### src/design/assert_macros.svh
// ----------------------------------------------------------------------------
// Assertion macros
// Shared concurrent assertion wrappers on the aclk / aresetn domain.
// ----------------------------------------------------------------------------
`ifndef ASSERT_MACROS_SVH
`define ASSERT_MACROS_SVH

// Check a property on every clock edge outside reset.
`define ASSERT_CLK(label, prop) \
    label: assert property (@(posedge aclk) disable iff (!aresetn) (prop)) \
        else $error("assertion failed");

// Check a property on every clock edge, reset included.
`define ASSERT_ALWAYS(label, prop) \
    label: assert property (@(posedge aclk) (prop)) \
        else $error("assertion failed");

`endif

### src/design/csp_pkg.sv
// ----------------------------------------------------------------------------
// csp_pkg
// Shared types, character codes and helper functions of the sentence parser.
// ----------------------------------------------------------------------------
`timescale 1ns / 1ps

package csp_pkg;

    // Frame buffer depth; one byte less than this is kept per frame.
    localparam int FRAME_BYTES = 96;
    localparam int CNT_W       = $clog2(FRAME_BYTES);
    localparam logic [CNT_W-1:0] FRAME_LIMIT = CNT_W'(FRAME_BYTES - 1);
    localparam int PREFIX_LEN  = 5;

    // Character codes
    localparam logic [7:0] CH_STAR   = 8'h2A;
    localparam logic [7:0] CH_DOLLAR = 8'h24;
    localparam logic [7:0] CH_LF     = 8'h0A;
    localparam logic [7:0] CH_CR     = 8'h0D;
    localparam logic [7:0] CH_COMMA  = 8'h2C;
    localparam logic [7:0] CH_PLUS   = 8'h2B;
    localparam logic [7:0] CH_MINUS  = 8'h2D;
    localparam logic [7:0] CH_SPACE  = 8'h20;
    localparam logic [7:0] CH_ZERO   = 8'h30;
    localparam logic [7:0] CH_NINE   = 8'h39;

    // Result classification
    typedef enum logic [2:0] {
        KIND_IGNORED   = 3'd0,
        KIND_CKSUM_ERR = 3'd1,
        KIND_SUGGEST   = 3'd2,
        KIND_FULL      = 3'd3,
        KIND_COUNT     = 3'd4
    } frame_kind_t;

    // Per-byte step command shared by the frame tracker and field parser
    typedef struct packed {
        logic             clear;
        logic             advance;
        logic [7:0]       ch;
        logic [CNT_W-1:0] idx;
    } step_t;

    // Frame tracker status
    typedef struct packed {
        logic             empty;
        logic             overfull;
        logic             star_seen;
        logic             cksum_ok;
        logic             long_enough;
        logic [CNT_W-1:0] idx;
    } frm_status_t;

    // Field parser status
    typedef struct packed {
        logic        sug_match;
        logic [1:0]  fields_matched;
        logic [7:0]  count;
        logic [15:0] temp;
        logic [15:0] dist_val;
    } parse_status_t;

    // Suggestion prefix "$SUG,"
    function automatic logic [7:0] sug_char(input logic [2:0] i);
        logic [7:0] c;
        unique case (i)
            3'd0:    c = CH_DOLLAR;
            3'd1:    c = 8'h53;
            3'd2:    c = 8'h55;
            3'd3:    c = 8'h47;
            default: c = CH_COMMA;
        endcase
        return c;
    endfunction

    // Report prefix: dollar, report tag of three letters, comma
    function automatic logic [7:0] rep_char(input logic [2:0] i);
        logic [7:0] c;
        unique case (i)
            3'd0:    c = CH_DOLLAR;
            3'd1:    c = 8'h45;
            3'd2:    c = 8'h53;
            3'd3:    c = 8'h50;
            default: c = CH_COMMA;
        endcase
        return c;
    endfunction

    function automatic logic is_digit(input logic [7:0] c);
        return (c >= CH_ZERO) && (c <= CH_NINE);
    endfunction

    function automatic logic is_space(input logic [7:0] c);
        return (c == CH_SPACE) || ((c >= 8'h09) && (c <= 8'h0D));
    endfunction

    // Hex digit decode: bit 4 set when the character is a valid digit
    function automatic logic [4:0] hex_decode(input logic [7:0] c);
        logic [4:0] r;
        r = 5'd0;
        if (is_digit(c)) begin
            r = {1'b1, c[3:0]};
        end else if ((c >= 8'h41 && c <= 8'h46) || (c >= 8'h61 && c <= 8'h66)) begin
            r = {1'b1, 4'(c[3:0] + 4'd9)};
        end
        return r;
    endfunction

endpackage

### src/design/csp_frame_track.sv
// ----------------------------------------------------------------------------
// csp_frame_track
// Byte count, running XOR and star trailer tracking for one frame.
// ----------------------------------------------------------------------------
`timescale 1ns / 1ps

module csp_frame_track
    import csp_pkg::*;
(
    input  logic        aclk,
    input  logic        aresetn,
    input  step_t       step,
    output frm_status_t status
);

    logic [CNT_W-1:0] byte_count_reg, byte_count_next;
    logic [7:0]       running_xor_reg, running_xor_next;
    logic [7:0]       xor_before_star_reg, xor_before_star_next;
    logic             star_seen_reg, star_seen_next;
    logic [1:0]       chars_after_star_reg, chars_after_star_next;
    logic [7:0]       trailer_value_reg, trailer_value_next;
    logic             trailer_bad_reg, trailer_bad_next;
    logic [4:0]       nib;

    assign nib = hex_decode(step.ch);

    // Update the frame bookkeeping for one byte
    always_comb begin
        byte_count_next       = byte_count_reg;
        running_xor_next      = running_xor_reg;
        xor_before_star_next  = xor_before_star_reg;
        star_seen_next        = star_seen_reg;
        chars_after_star_next = chars_after_star_reg;
        trailer_value_next    = trailer_value_reg;
        trailer_bad_next      = trailer_bad_reg;
        if (step.clear) begin
            byte_count_next       = '0;
            running_xor_next      = 8'd0;
            xor_before_star_next  = 8'd0;
            star_seen_next        = 1'b0;
            chars_after_star_next = 2'd0;
            trailer_value_next    = 8'd0;
            trailer_bad_next      = 1'b0;
        end else if (step.advance) begin
            if (step.ch == CH_STAR) begin
                xor_before_star_next  = running_xor_reg;
                star_seen_next        = 1'b1;
                chars_after_star_next = 2'd0;
                trailer_value_next    = 8'd0;
                trailer_bad_next      = 1'b0;
            end else if (star_seen_reg) begin
                if (chars_after_star_reg != 2'd3) begin
                    chars_after_star_next = chars_after_star_reg + 2'd1;
                end
                if (!nib[4]) begin
                    trailer_bad_next = 1'b1;
                end else begin
                    trailer_value_next = {trailer_value_reg[3:0], nib[3:0]};
                end
            end
            // Leading dollar stays out of the checksum
            if (!(step.idx == '0 && step.ch == CH_DOLLAR)) begin
                running_xor_next = running_xor_reg ^ step.ch;
            end
            byte_count_next = step.idx + CNT_W'(1);
        end
    end

    always_ff @(posedge aclk) begin
        if (!aresetn) begin
            byte_count_reg       <= '0;
            running_xor_reg      <= 8'd0;
            xor_before_star_reg  <= 8'd0;
            star_seen_reg        <= 1'b0;
            chars_after_star_reg <= 2'd0;
            trailer_value_reg    <= 8'd0;
            trailer_bad_reg      <= 1'b0;
        end else begin
            byte_count_reg       <= byte_count_next;
            running_xor_reg      <= running_xor_next;
            xor_before_star_reg  <= xor_before_star_next;
            star_seen_reg        <= star_seen_next;
            chars_after_star_reg <= chars_after_star_next;
            trailer_value_reg    <= trailer_value_next;
            trailer_bad_reg      <= trailer_bad_next;
        end
    end

    // Report frame state
    assign status.empty       = (byte_count_reg == '0);
    assign status.overfull    = (byte_count_reg >= FRAME_LIMIT);
    assign status.star_seen   = star_seen_reg;
    assign status.cksum_ok    = !star_seen_reg ||
                                (chars_after_star_reg == 2'd2 && !trailer_bad_reg &&
                                 trailer_value_reg == xor_before_star_reg);
    assign status.long_enough = (byte_count_reg >= CNT_W'(PREFIX_LEN));
    assign status.idx         = byte_count_reg;

endmodule

### src/design/csp_field_parse.sv
// ----------------------------------------------------------------------------
// csp_field_parse
// Prefix match and decimal field parser for count, temperature and distance.
// ----------------------------------------------------------------------------
`timescale 1ns / 1ps

module csp_field_parse
    import csp_pkg::*;
(
    input  logic          aclk,
    input  logic          aresetn,
    input  step_t         step,
    output parse_status_t status
);

    typedef enum logic [4:0] {
        PH_PREFIX = 5'b00001,
        PH_SIGN   = 5'b00010,
        PH_FIRST  = 5'b00100,
        PH_MORE   = 5'b01000,
        PH_DONE   = 5'b10000
    } phase_t;

    phase_t      phase_reg, phase_next;
    logic [1:0]  field_reg, field_next;
    logic [1:0]  flags_reg, flags_next;
    logic        sign_reg, sign_next;
    logic [1:0]  matched_reg, matched_next;
    logic [7:0]  count_reg, count_next;
    logic [15:0] temp_reg, temp_next;
    logic [15:0] dist_reg, dist_next;
    logic        take_first;
    logic        do_digit;
    logic        first_digit;
    logic [15:0] old_val;
    logic [15:0] base_val;
    logic [15:0] new_val;
    logic [15:0] digit_val;

    assign digit_val = {12'd0, step.ch[3:0]};

    // Advance the parse state for one byte
    always_comb begin
        phase_next   = phase_reg;
        field_next   = field_reg;
        flags_next   = flags_reg;
        sign_next    = sign_reg;
        matched_next = matched_reg;
        take_first   = 1'b0;
        do_digit     = 1'b0;
        first_digit  = 1'b0;
        if (step.clear) begin
            phase_next   = PH_PREFIX;
            field_next   = 2'd0;
            flags_next   = 2'b11;
            sign_next    = 1'b0;
            matched_next = 2'd0;
        end else if (step.advance) begin
            unique case (phase_reg)
                PH_PREFIX: begin
                    if (step.idx < CNT_W'(PREFIX_LEN)) begin
                        flags_next = flags_reg &
                                     {step.ch == rep_char(step.idx[2:0]),
                                      step.ch == sug_char(step.idx[2:0])};
                        if (step.idx == CNT_W'(PREFIX_LEN - 1)) begin
                            phase_next = flags_next[1] ? PH_SIGN : PH_DONE;
                            field_next = 2'd0;
                        end
                    end
                end
                PH_SIGN: begin
                    priority if (is_space(step.ch)) begin
                        phase_next = PH_SIGN;
                    end else if (step.ch == CH_PLUS || step.ch == CH_MINUS) begin
                        sign_next  = (step.ch == CH_MINUS);
                        phase_next = PH_FIRST;
                    end else begin
                        sign_next  = 1'b0;
                        take_first = 1'b1;
                    end
                end
                PH_FIRST: begin
                    take_first = 1'b1;
                end
                PH_MORE: begin
                    priority if (is_digit(step.ch)) begin
                        do_digit = 1'b1;
                    end else if (step.ch == CH_COMMA && field_reg != 2'd2) begin
                        phase_next = PH_SIGN;
                        field_next = field_reg + 2'd1;
                    end else begin
                        phase_next = PH_DONE;
                    end
                end
                PH_DONE: begin
                    phase_next = PH_DONE;
                end
                default: begin
                    phase_next = PH_DONE;
                end
            endcase
            // First digit of a field, or end of parsing
            if (take_first) begin
                if (is_digit(step.ch)) begin
                    do_digit     = 1'b1;
                    first_digit  = 1'b1;
                    matched_next = field_reg + 2'd1;
                    phase_next   = PH_MORE;
                end else begin
                    phase_next = PH_DONE;
                end
            end
        end
    end

    // Accumulate one decimal digit into the current field
    always_comb begin
        unique case (field_reg)
            2'd0:    old_val = {8'd0, count_reg};
            2'd1:    old_val = temp_reg;
            default: old_val = dist_reg;
        endcase
        base_val = first_digit ? 16'd0 : ((old_val << 3) + (old_val << 1));
        new_val  = sign_next ? (base_val - digit_val) : (base_val + digit_val);
        count_next = count_reg;
        temp_next  = temp_reg;
        dist_next  = dist_reg;
        if (step.clear) begin
            count_next = 8'd0;
            temp_next  = 16'd0;
            dist_next  = 16'd0;
        end else if (do_digit) begin
            unique case (field_reg)
                2'd0:    count_next = new_val[7:0];
                2'd1:    temp_next  = new_val;
                default: dist_next  = new_val;
            endcase
        end
    end

    always_ff @(posedge aclk) begin
        if (!aresetn) begin
            phase_reg   <= PH_PREFIX;
            field_reg   <= 2'd0;
            flags_reg   <= 2'b11;
            sign_reg    <= 1'b0;
            matched_reg <= 2'd0;
            count_reg   <= 8'd0;
            temp_reg    <= 16'd0;
            dist_reg    <= 16'd0;
        end else begin
            phase_reg   <= phase_next;
            field_reg   <= field_next;
            flags_reg   <= flags_next;
            sign_reg    <= sign_next;
            matched_reg <= matched_next;
            count_reg   <= count_next;
            temp_reg    <= temp_next;
            dist_reg    <= dist_next;
        end
    end

    assign status.sug_match      = flags_reg[0];
    assign status.fields_matched = matched_reg;
    assign status.count          = count_reg;
    assign status.temp           = temp_reg;
    assign status.dist_val       = dist_reg;

endmodule

### src/design/checksummed_sentence_parser_core.sv
// ----------------------------------------------------------------------------
// checksummed_sentence_parser_core
// Line framer, XOR checksum check and report parser for received bytes.
// ----------------------------------------------------------------------------
// One received byte is taken per transfer and the block sustains one byte per
// clock while results are taken as they come. A byte waits in the input
// register until the result slot is free, then the frame tracker and field
// parser update in a single pass; an LF ending a nonempty frame loads the
// result register as the LF leaves the input register, and that raises m_valid.
// The result register holds the frame kind and the stored report. While a
// result waits with m_ready low no byte is processed, so the input register
// holds its byte and s_ready drops until the result is taken. No reset sweep
// is needed.
`timescale 1ns / 1ps
`include "assert_macros.svh"

module checksummed_sentence_parser_core
    import csp_pkg::*;
(
    input  logic               aclk,
    input  logic               aresetn,
    input  logic               s_valid,
    output logic               s_ready,
    input  logic [7:0]         s_rx_byte,
    input  logic               s_line_error,
    output logic               m_valid,
    input  logic               m_ready,
    output logic [2:0]         m_frame_kind,
    output logic               m_had_checksum,
    output logic               m_remote_valid,
    output logic [7:0]         m_active_count,
    output logic signed [15:0] m_temp_deci,
    output logic signed [15:0] m_dist_deci,
    output logic               m_temp_valid,
    output logic               m_dist_valid
);

    logic          in_valid_reg, in_valid_next;
    logic [7:0]    in_byte_reg;
    logic          in_err_reg;
    logic          m_valid_reg, m_valid_next;
    frame_kind_t   kind_reg, kind_next;
    logic          had_cksum_reg;
    logic          stored_valid_reg, stored_valid_next;
    logic [7:0]    stored_count_reg, stored_count_next;
    logic [15:0]   stored_temp_reg, stored_temp_next;
    logic [15:0]   stored_dist_reg, stored_dist_next;
    logic          slot_free;
    logic          proc_fire;
    logic          res_load;
    step_t         step;
    frm_status_t   frm_st;
    parse_status_t prs_st;

    // Process the held byte when the result slot can take a result
    assign slot_free = !m_valid_reg || m_ready;
    assign proc_fire = in_valid_reg && slot_free;
    assign s_ready   = !in_valid_reg || proc_fire;

    // Hold the input transfer
    assign in_valid_next = (s_valid && s_ready) ? 1'b1 : (proc_fire ? 1'b0 : in_valid_reg);

    always_ff @(posedge aclk) begin
        if (!aresetn) begin
            in_valid_reg <= 1'b0;
        end else begin
            in_valid_reg <= in_valid_next;
        end
    end

    always_ff @(posedge aclk) begin
        if (s_valid && s_ready) begin
            in_byte_reg <= s_rx_byte;
            in_err_reg  <= s_line_error;
        end
    end

    // Decode the byte into a frame step
    always_comb begin
        step.ch      = in_byte_reg;
        step.idx     = frm_st.idx;
        step.clear   = 1'b0;
        step.advance = 1'b0;
        res_load     = 1'b0;
        if (proc_fire) begin
            priority if (in_err_reg) begin
                step.clear = 1'b1;
            end else if (in_byte_reg == CH_CR) begin
                step.clear = 1'b0;
            end else if (in_byte_reg == CH_LF) begin
                step.clear = 1'b1;
                res_load   = !frm_st.empty;
            end else if (frm_st.overfull) begin
                step.clear = 1'b1;
            end else begin
                step.advance = 1'b1;
            end
        end
    end

    csp_frame_track u_frame (
        .aclk    (aclk),
        .aresetn (aresetn),
        .step    (step),
        .status  (frm_st)
    );

    csp_field_parse u_parse (
        .aclk    (aclk),
        .aresetn (aresetn),
        .step    (step),
        .status  (prs_st)
    );

    // Classify the frame and update the stored report
    always_comb begin
        stored_valid_next = stored_valid_reg;
        stored_count_next = stored_count_reg;
        stored_temp_next  = stored_temp_reg;
        stored_dist_next  = stored_dist_reg;
        priority if (!frm_st.cksum_ok) begin
            kind_next = KIND_CKSUM_ERR;
        end else if (frm_st.long_enough && prs_st.sug_match) begin
            kind_next = KIND_SUGGEST;
        end else if (prs_st.fields_matched == 2'd3) begin
            kind_next = KIND_FULL;
            if (res_load) begin
                stored_valid_next = 1'b1;
                stored_count_next = prs_st.count;
                stored_temp_next  = prs_st.temp;
                stored_dist_next  = prs_st.dist_val;
            end
        end else if (prs_st.fields_matched != 2'd0) begin
            kind_next = KIND_COUNT;
            if (res_load) begin
                stored_valid_next = 1'b1;
                stored_count_next = prs_st.count;
                stored_temp_next  = '1;
                stored_dist_next  = '1;
            end
        end else begin
            kind_next = KIND_IGNORED;
        end
    end

    // Drop the result on a transfer, load a new one on a frame end
    assign m_valid_next = res_load ? 1'b1 : ((m_valid_reg && m_ready) ? 1'b0 : m_valid_reg);

    always_ff @(posedge aclk) begin
        if (!aresetn) begin
            m_valid_reg      <= 1'b0;
            stored_valid_reg <= 1'b0;
            stored_count_reg <= 8'd0;
            stored_temp_reg  <= '1;
            stored_dist_reg  <= '1;
        end else begin
            m_valid_reg      <= m_valid_next;
            stored_valid_reg <= stored_valid_next;
            stored_count_reg <= stored_count_next;
            stored_temp_reg  <= stored_temp_next;
            stored_dist_reg  <= stored_dist_next;
        end
    end

    always_ff @(posedge aclk) begin
        if (res_load) begin
            kind_reg      <= kind_next;
            had_cksum_reg <= frm_st.star_seen;
        end
    end

    assign m_valid        = m_valid_reg;
    assign m_frame_kind   = kind_reg;
    assign m_had_checksum = had_cksum_reg;
    assign m_remote_valid = stored_valid_reg;
    assign m_active_count = stored_count_reg;
    assign m_temp_deci    = stored_temp_reg;
    assign m_dist_deci    = stored_dist_reg;
    assign m_temp_valid   = !stored_temp_reg[15];
    assign m_dist_valid   = !stored_dist_reg[15];

    // Assertions
    `ASSERT_CLK(a_no_load_on_stall, (m_valid_reg && !m_ready) |-> !res_load)
    `ASSERT_CLK(a_remote_valid_sticky, !$fell(stored_valid_reg))
    `ASSERT_CLK(a_count_only_clears, (res_load && kind_next == KIND_COUNT) |=> (stored_temp_reg == 16'hFFFF && stored_dist_reg == 16'hFFFF))
    `ASSERT_CLK(a_cksum_err_keeps, (res_load && kind_next == KIND_CKSUM_ERR) |=> ($stable(stored_count_reg) && $stable(stored_temp_reg) && $stable(stored_dist_reg)))
    `ASSERT_ALWAYS(a_reset_idle, (!aresetn) |=> (!m_valid && !in_valid_reg))

endmodule

### config.mk
export PLATFORM = sky130hd
export DESIGN_NAME = checksummed_sentence_parser_core
export DESIGN_NICKNAME = d
export VERILOG_FILES = /design/src/design/csp_pkg.sv /design/src/design/csp_frame_track.sv /design/src/design/csp_field_parse.sv /design/src/design/checksummed_sentence_parser_core.sv
export VERILOG_INCLUDE_DIRS = /design/src /design/src/design
export SDC_FILE = /design/constraint.sdc
export NUM_CORES = 1
export LEC_CHECK = 0
export ABC_AREA = 0
export BUFFER_PORTS_ARGS = -buffer_cell sky130_fd_sc_hd__buf_2
export CAP_MARGIN = 20
export CORE_MARGIN = 2
export CORE_UTILIZATION = 54
export CTS_CLUSTER_DIAMETER = 80
export CTS_CLUSTER_SIZE = 24
export DETAILED_ROUTE_END_ITERATION = 10
export GPL_TIMING_DRIVEN = 0
export PLACE_DENSITY = 0.8
export SYNTH_ARGS = -nofsm -noshare
export SYNTH_HDL_FRONTEND = slang
export SYNTH_SLANG_ARGS = --single-unit
### constraint.sdc
create_clock -name aclk -period 4.6 [get_ports aclk]
set_input_delay 0.69 -clock aclk [delete_from_list [all_inputs] [get_ports aclk]]
set_output_delay 0.69 -clock aclk [all_outputs]
set_load 0.005 [all_outputs]
==> reports/metrics.sh <==
DOMINANT_COMBINATIONAL_CELL_FAMILY_BY_AREA_AFTER_SYNTHESIS='simple AND/OR/NAND/NOR gates'
YOSYS.CELL_TYPES.COUNT=71
PLACEABLECOREAREA_UM2=14000
MET2_WIRELENGTH_UM=10400
DR_WL_MET3_UM=1830
PORT_BUFFERS=60
WIRE_LENGTH_OF_THE_FIRST_GLOBAL_ROUTING_PASS_UM=34300
DESIGN.DIE.AREA_UM2=15400
ROOT_BUFFER='clkbuf_16'
POST_SYNTH_AND_OR_NAND_NOR_AREA_FRACTION_PCT=25.6
HOLDPATHSTAGES=1
AREA_TAKEN_BY_FLIP_FLOPS_AND_LATCHES_UM2=3000
WORST-PATH-MAX-FANOUT=10
INITIAL_ANTENNA_VIOLATION_COUNT=0
DIE_Y_UM=124
WIRELENGTH_MET1_UM=9260
TIMING.FINAL.CRIT_SHARE_PCT=98.0
SKEW_NS=0.00949
CTS.REPORTEDPATHS.CLKPINSLEW_NS=0.06
ROUTEDWLPERCELL_UM=17.5
SYNTHMUXAREASHARE_PCT=1.04
NETLIST_AREA_UM2=7790
NFILLCELLS=1139
DRT-INITIAL-DRC-COUNT=794
AREA_GROWTH_PCT=20.9
FLIP_FLOP_AND_LATCH_COUNT_AFTER_SYNTHESIS=143
SYNTH_FP_NETS=1041
DP_HPWL_UM=15800
FIRST_PASS_ITERS=5
TRACK_USAGE_PCT=29.2
PATH_CELLS='buf_6, inv_4, ha_2, xor2_1, a211o_1, nand3_4, o311ai_4, and2_4, buf_6, nor2b_4, xnor2_2, ha_1, nor2b_1, o21ai_0, a21boi_1, o21a_1, a2111oi_0, nand4b_1, nand2_1, a21oi_1'
VIA_COUNT_OF_THE_FIRST_GLOBAL_ROUTING_PASS=6747
TIMING.MAX_CAP.VIOLATIONS=0
TOTAL_POWER_mW=2.75
GP_CONGESTION=0.978
FINAL_HOLD_VIOL_COUNT=0
VDD_IR_DROP_MAX_mV=0.341
POST_SYNTH_XOR_AREA_FRACTION_PCT=4.50
CRITICAL-PATH-TOP-CELL-BY-COUNT='buf_6'
YS.WARNINGS.COUNT=0
GRT-OVFL-TOTAL=0
CTS_TREE='built'
SYNTH_EDF_COUNT=13
DETAIL_ROUTE.DRC_VIOLATIONS=0
MULTIINPUTGATEAREA_UM2=4730
TRITONCTS.NUM_BUFFERS=17
CRITICALPATHCATEGORY='reg -> reg'
SYNTH-SEQ-AREA-SHARE_PCT=38.4
ASYNC_FLOP_SHARE_PCT=0
CELL_ROW_COUNT=43
FINAL.SETUP.TNS_NS=0
NUM_VIAS=7639
KIND_OF_LAUNCH_POINT_OF_THE_WORST_SETUP_PATH='register'
TOPROUTINGLAYERUSED='met4'
DIE_W_UM=124
RSZ_0062_RAISED_AFTER_GLOBAL_ROUTING='yes'
AVGVIACOUNTPERCELL=5.94
WORST-ENDPOINT-ARRIVAL_NS=4.87
CLKLATENCYLATEPIN_NS=0.43
INITIAL_CORE_UTIL_PCT=55.7
ROUTE.FINAL.WIRE_LENGTH_UM=22500
FINAL_CORE_UTIL_PCT=67.3
TIMING_WORST_SLEW_PIN_VALUE_NS=1.05
STAGE_DELAY_OF_THE_SLOWEST_CELL_ON_THE_CRITICAL_PATH_NS=0.43
CRITICAL_PATH_REQUIRED_NS=4.96
POSTSYNTHAREAPERCELL_UM2=7.92
MAX-SLEW-MARGIN-REL_PCT=30.0
CRIT_PATH_TOP_DELAY_CELL='edfxtp_1'
LAYOUT.NETS=1152
HOLD_CLASS='in -> reg'
DRV_SLEW=0
ANTENNA_CELLS=0
GRT_START_MAX_NET_PINS=17
POWER.STATIC_LEAKAGE_nW=3.63
CTS_NUM_SINKS=143
ANT_NETS=0
FF2FF_PATH_DEPTH=20
FINAL_LAYOUT_SIZE_SUFFIX_GT1_SHARE_PCT=17.5
ACHIEVABLE-FREQUENCY_GHz=0.222
NETLIST_INSTANCES=984
RATIO_OF_TOTAL_POWER_TO_CELL_AREA_nW_PER_UM2=292
DOMINANTREGCELLSYNTH='dfxtp_1'
FINALSETUPVIOLCOUNT=0
STATUS='completed'
PERIOD_NEEDED_NS=4.51
CTS.PATH.MAX_BUFFERS=2
POST_SYNTH_FA_HA_MAJ_AREA_FRACTION_PCT=7.26
CRIT_PATH_END_KIND='register'
H-TREE-DEPTH=4
SYNTH_COMPOUND_GATE_AREA_SHARE_PCT=18.9
DESIGN.PORTCOUNT=62
## per-layer routing
layer	up-vias	global-route usage, %
li1	3677	-
met1	3468	37.8
met2	409	47.1
met3	85	5.27
met4	0	13.6
met5	-	0
## through the flow
step	cells	worst slack, ns	hold slack, ns	area (um2)
floorplan	984	0.0353	0.430	7820
global placement	1224	-1.08	0.451	8340
detailed placement	1224	-1.11	0.458	8340
CTS	1267	0.00656	0.429	9080
global route	1287	-0.107	0.430	9420
finish	1287	0.0920	0.439	9420
## cell usage in the layout, fill, tap and decap left out, types with 8 or more instances in the layout
master	netlist	final
a211oi_1	14	14
a21boi_0	13	12
a21oi_1	80	74
a31oi_1	8	8
and2_1	8	8
buf_2	4	63
buf_4	0	34
clkbuf_1	46	41
clkbuf_16	0	17
dfxtp_1	130	128
edfxtp_1	13	13
ha_1	42	35
inv_1	31	27
nand2_1	142	139
nand2b_1	14	14
nand3_1	22	20
nand4_1	8	8
nor2_1	119	119
nor2b_1	13	11
nor3_1	46	45
o21ai_0	64	60
xnor2_1	16	15
xor2_1	24	23
## path summary, 6_finish.rpt
path / start / end / slack (ns)
max: in_byte_reg[1] / u_parse.dist_reg[10] / 0.09
min: s_rx_byte[1] / in_byte_reg[1] / 0.44
max reg2reg: in_byte_reg[1] / u_parse.dist_reg[10] / 0.09
min reg2reg: m_active_count[4] / m_active_count[4] / 0.46
## kinds of logic after synthesis
| family | count (synthesis) |
|---|---|
| compound gates | 239 |
| buf+inv | 85 |
| simple gates | 425 |
| xor+xnor | 40 |
| mux | 8 |
| flops | 143 |
| fa+ha+maj | 44 |
## worst max-delay path: cells and delay by family, from the launching register on
kind	cells	cell delay, ns
flops	1	0.43
compound gates	7	1.80
fa+ha+maj	2	0.58
xor+xnor	2	0.28
buf+inv	3	0.38
simple gates	6	0.95
## synth_stat cells, drive strengths merged, types with 7 or more instances
| master | count | area, um2 |
|---|---|---|
| a211oi | 15 | 118 |
| a21boi | 13 | 97.6 |
| a21o | 7 | 52.6 |
| a21oi | 80 | 400 |
| a22oi | 9 | 67.6 |
| a31oi | 8 | 50.1 |
| and2 | 10 | 62.6 |
| and3 | 8 | 55.1 |
| buf | 8 | 50.1 |
| clkbuf | 46 | 173 |
| dfxtp | 130 | 2600 |
| edfxtp | 13 | 390 |
| ha | 42 | 526 |
| inv | 31 | 116 |
| mux2i | 7 | 70.1 |
| nand2 | 143 | 544 |
| nand2b | 14 | 87.6 |
| nand3 | 22 | 110 |
| nand4 | 8 | 50.1 |
| nor2 | 119 | 447 |
| nor2b | 13 | 81.3 |
| nor3 | 46 | 230 |
| nor4 | 8 | 50.1 |
| o211ai | 7 | 57.6 |
| o21ai | 65 | 325 |
| or3 | 7 | 43.8 |
| xnor2 | 16 | 140 |
| xor2 | 24 | 210 |
## report_power, final
group	internal [mW]	total [mW]	switching, mW
Clock	0.705	1.25	0.546
Combinational	0.0776	0.218	0.141
Sequential	1.27	1.28	0.0146
## cell type report
type | instances | area share [%]
Buffer | 53 | 2.84
Clock inverter | 11 | 0.903
Tap cell | 180 | 2.39
Inverter | 31 | 1.26
Multi-Input combinational cell | 756 | 50.2
Sequential cell | 143 | 31.8
Timing Repair Buffer | 93 | 5.82
Clock buffer | 20 | 4.74
## timing repair
item	in CTS	in global routing
buffers inserted	13	20
gates resized for setup	33	51
setup endpoints to repair	31	15
pin swaps	11	24
hold buffers	0	0
endpoints found under the hold margin	0	0
Power figures use the tool's default switching activity.
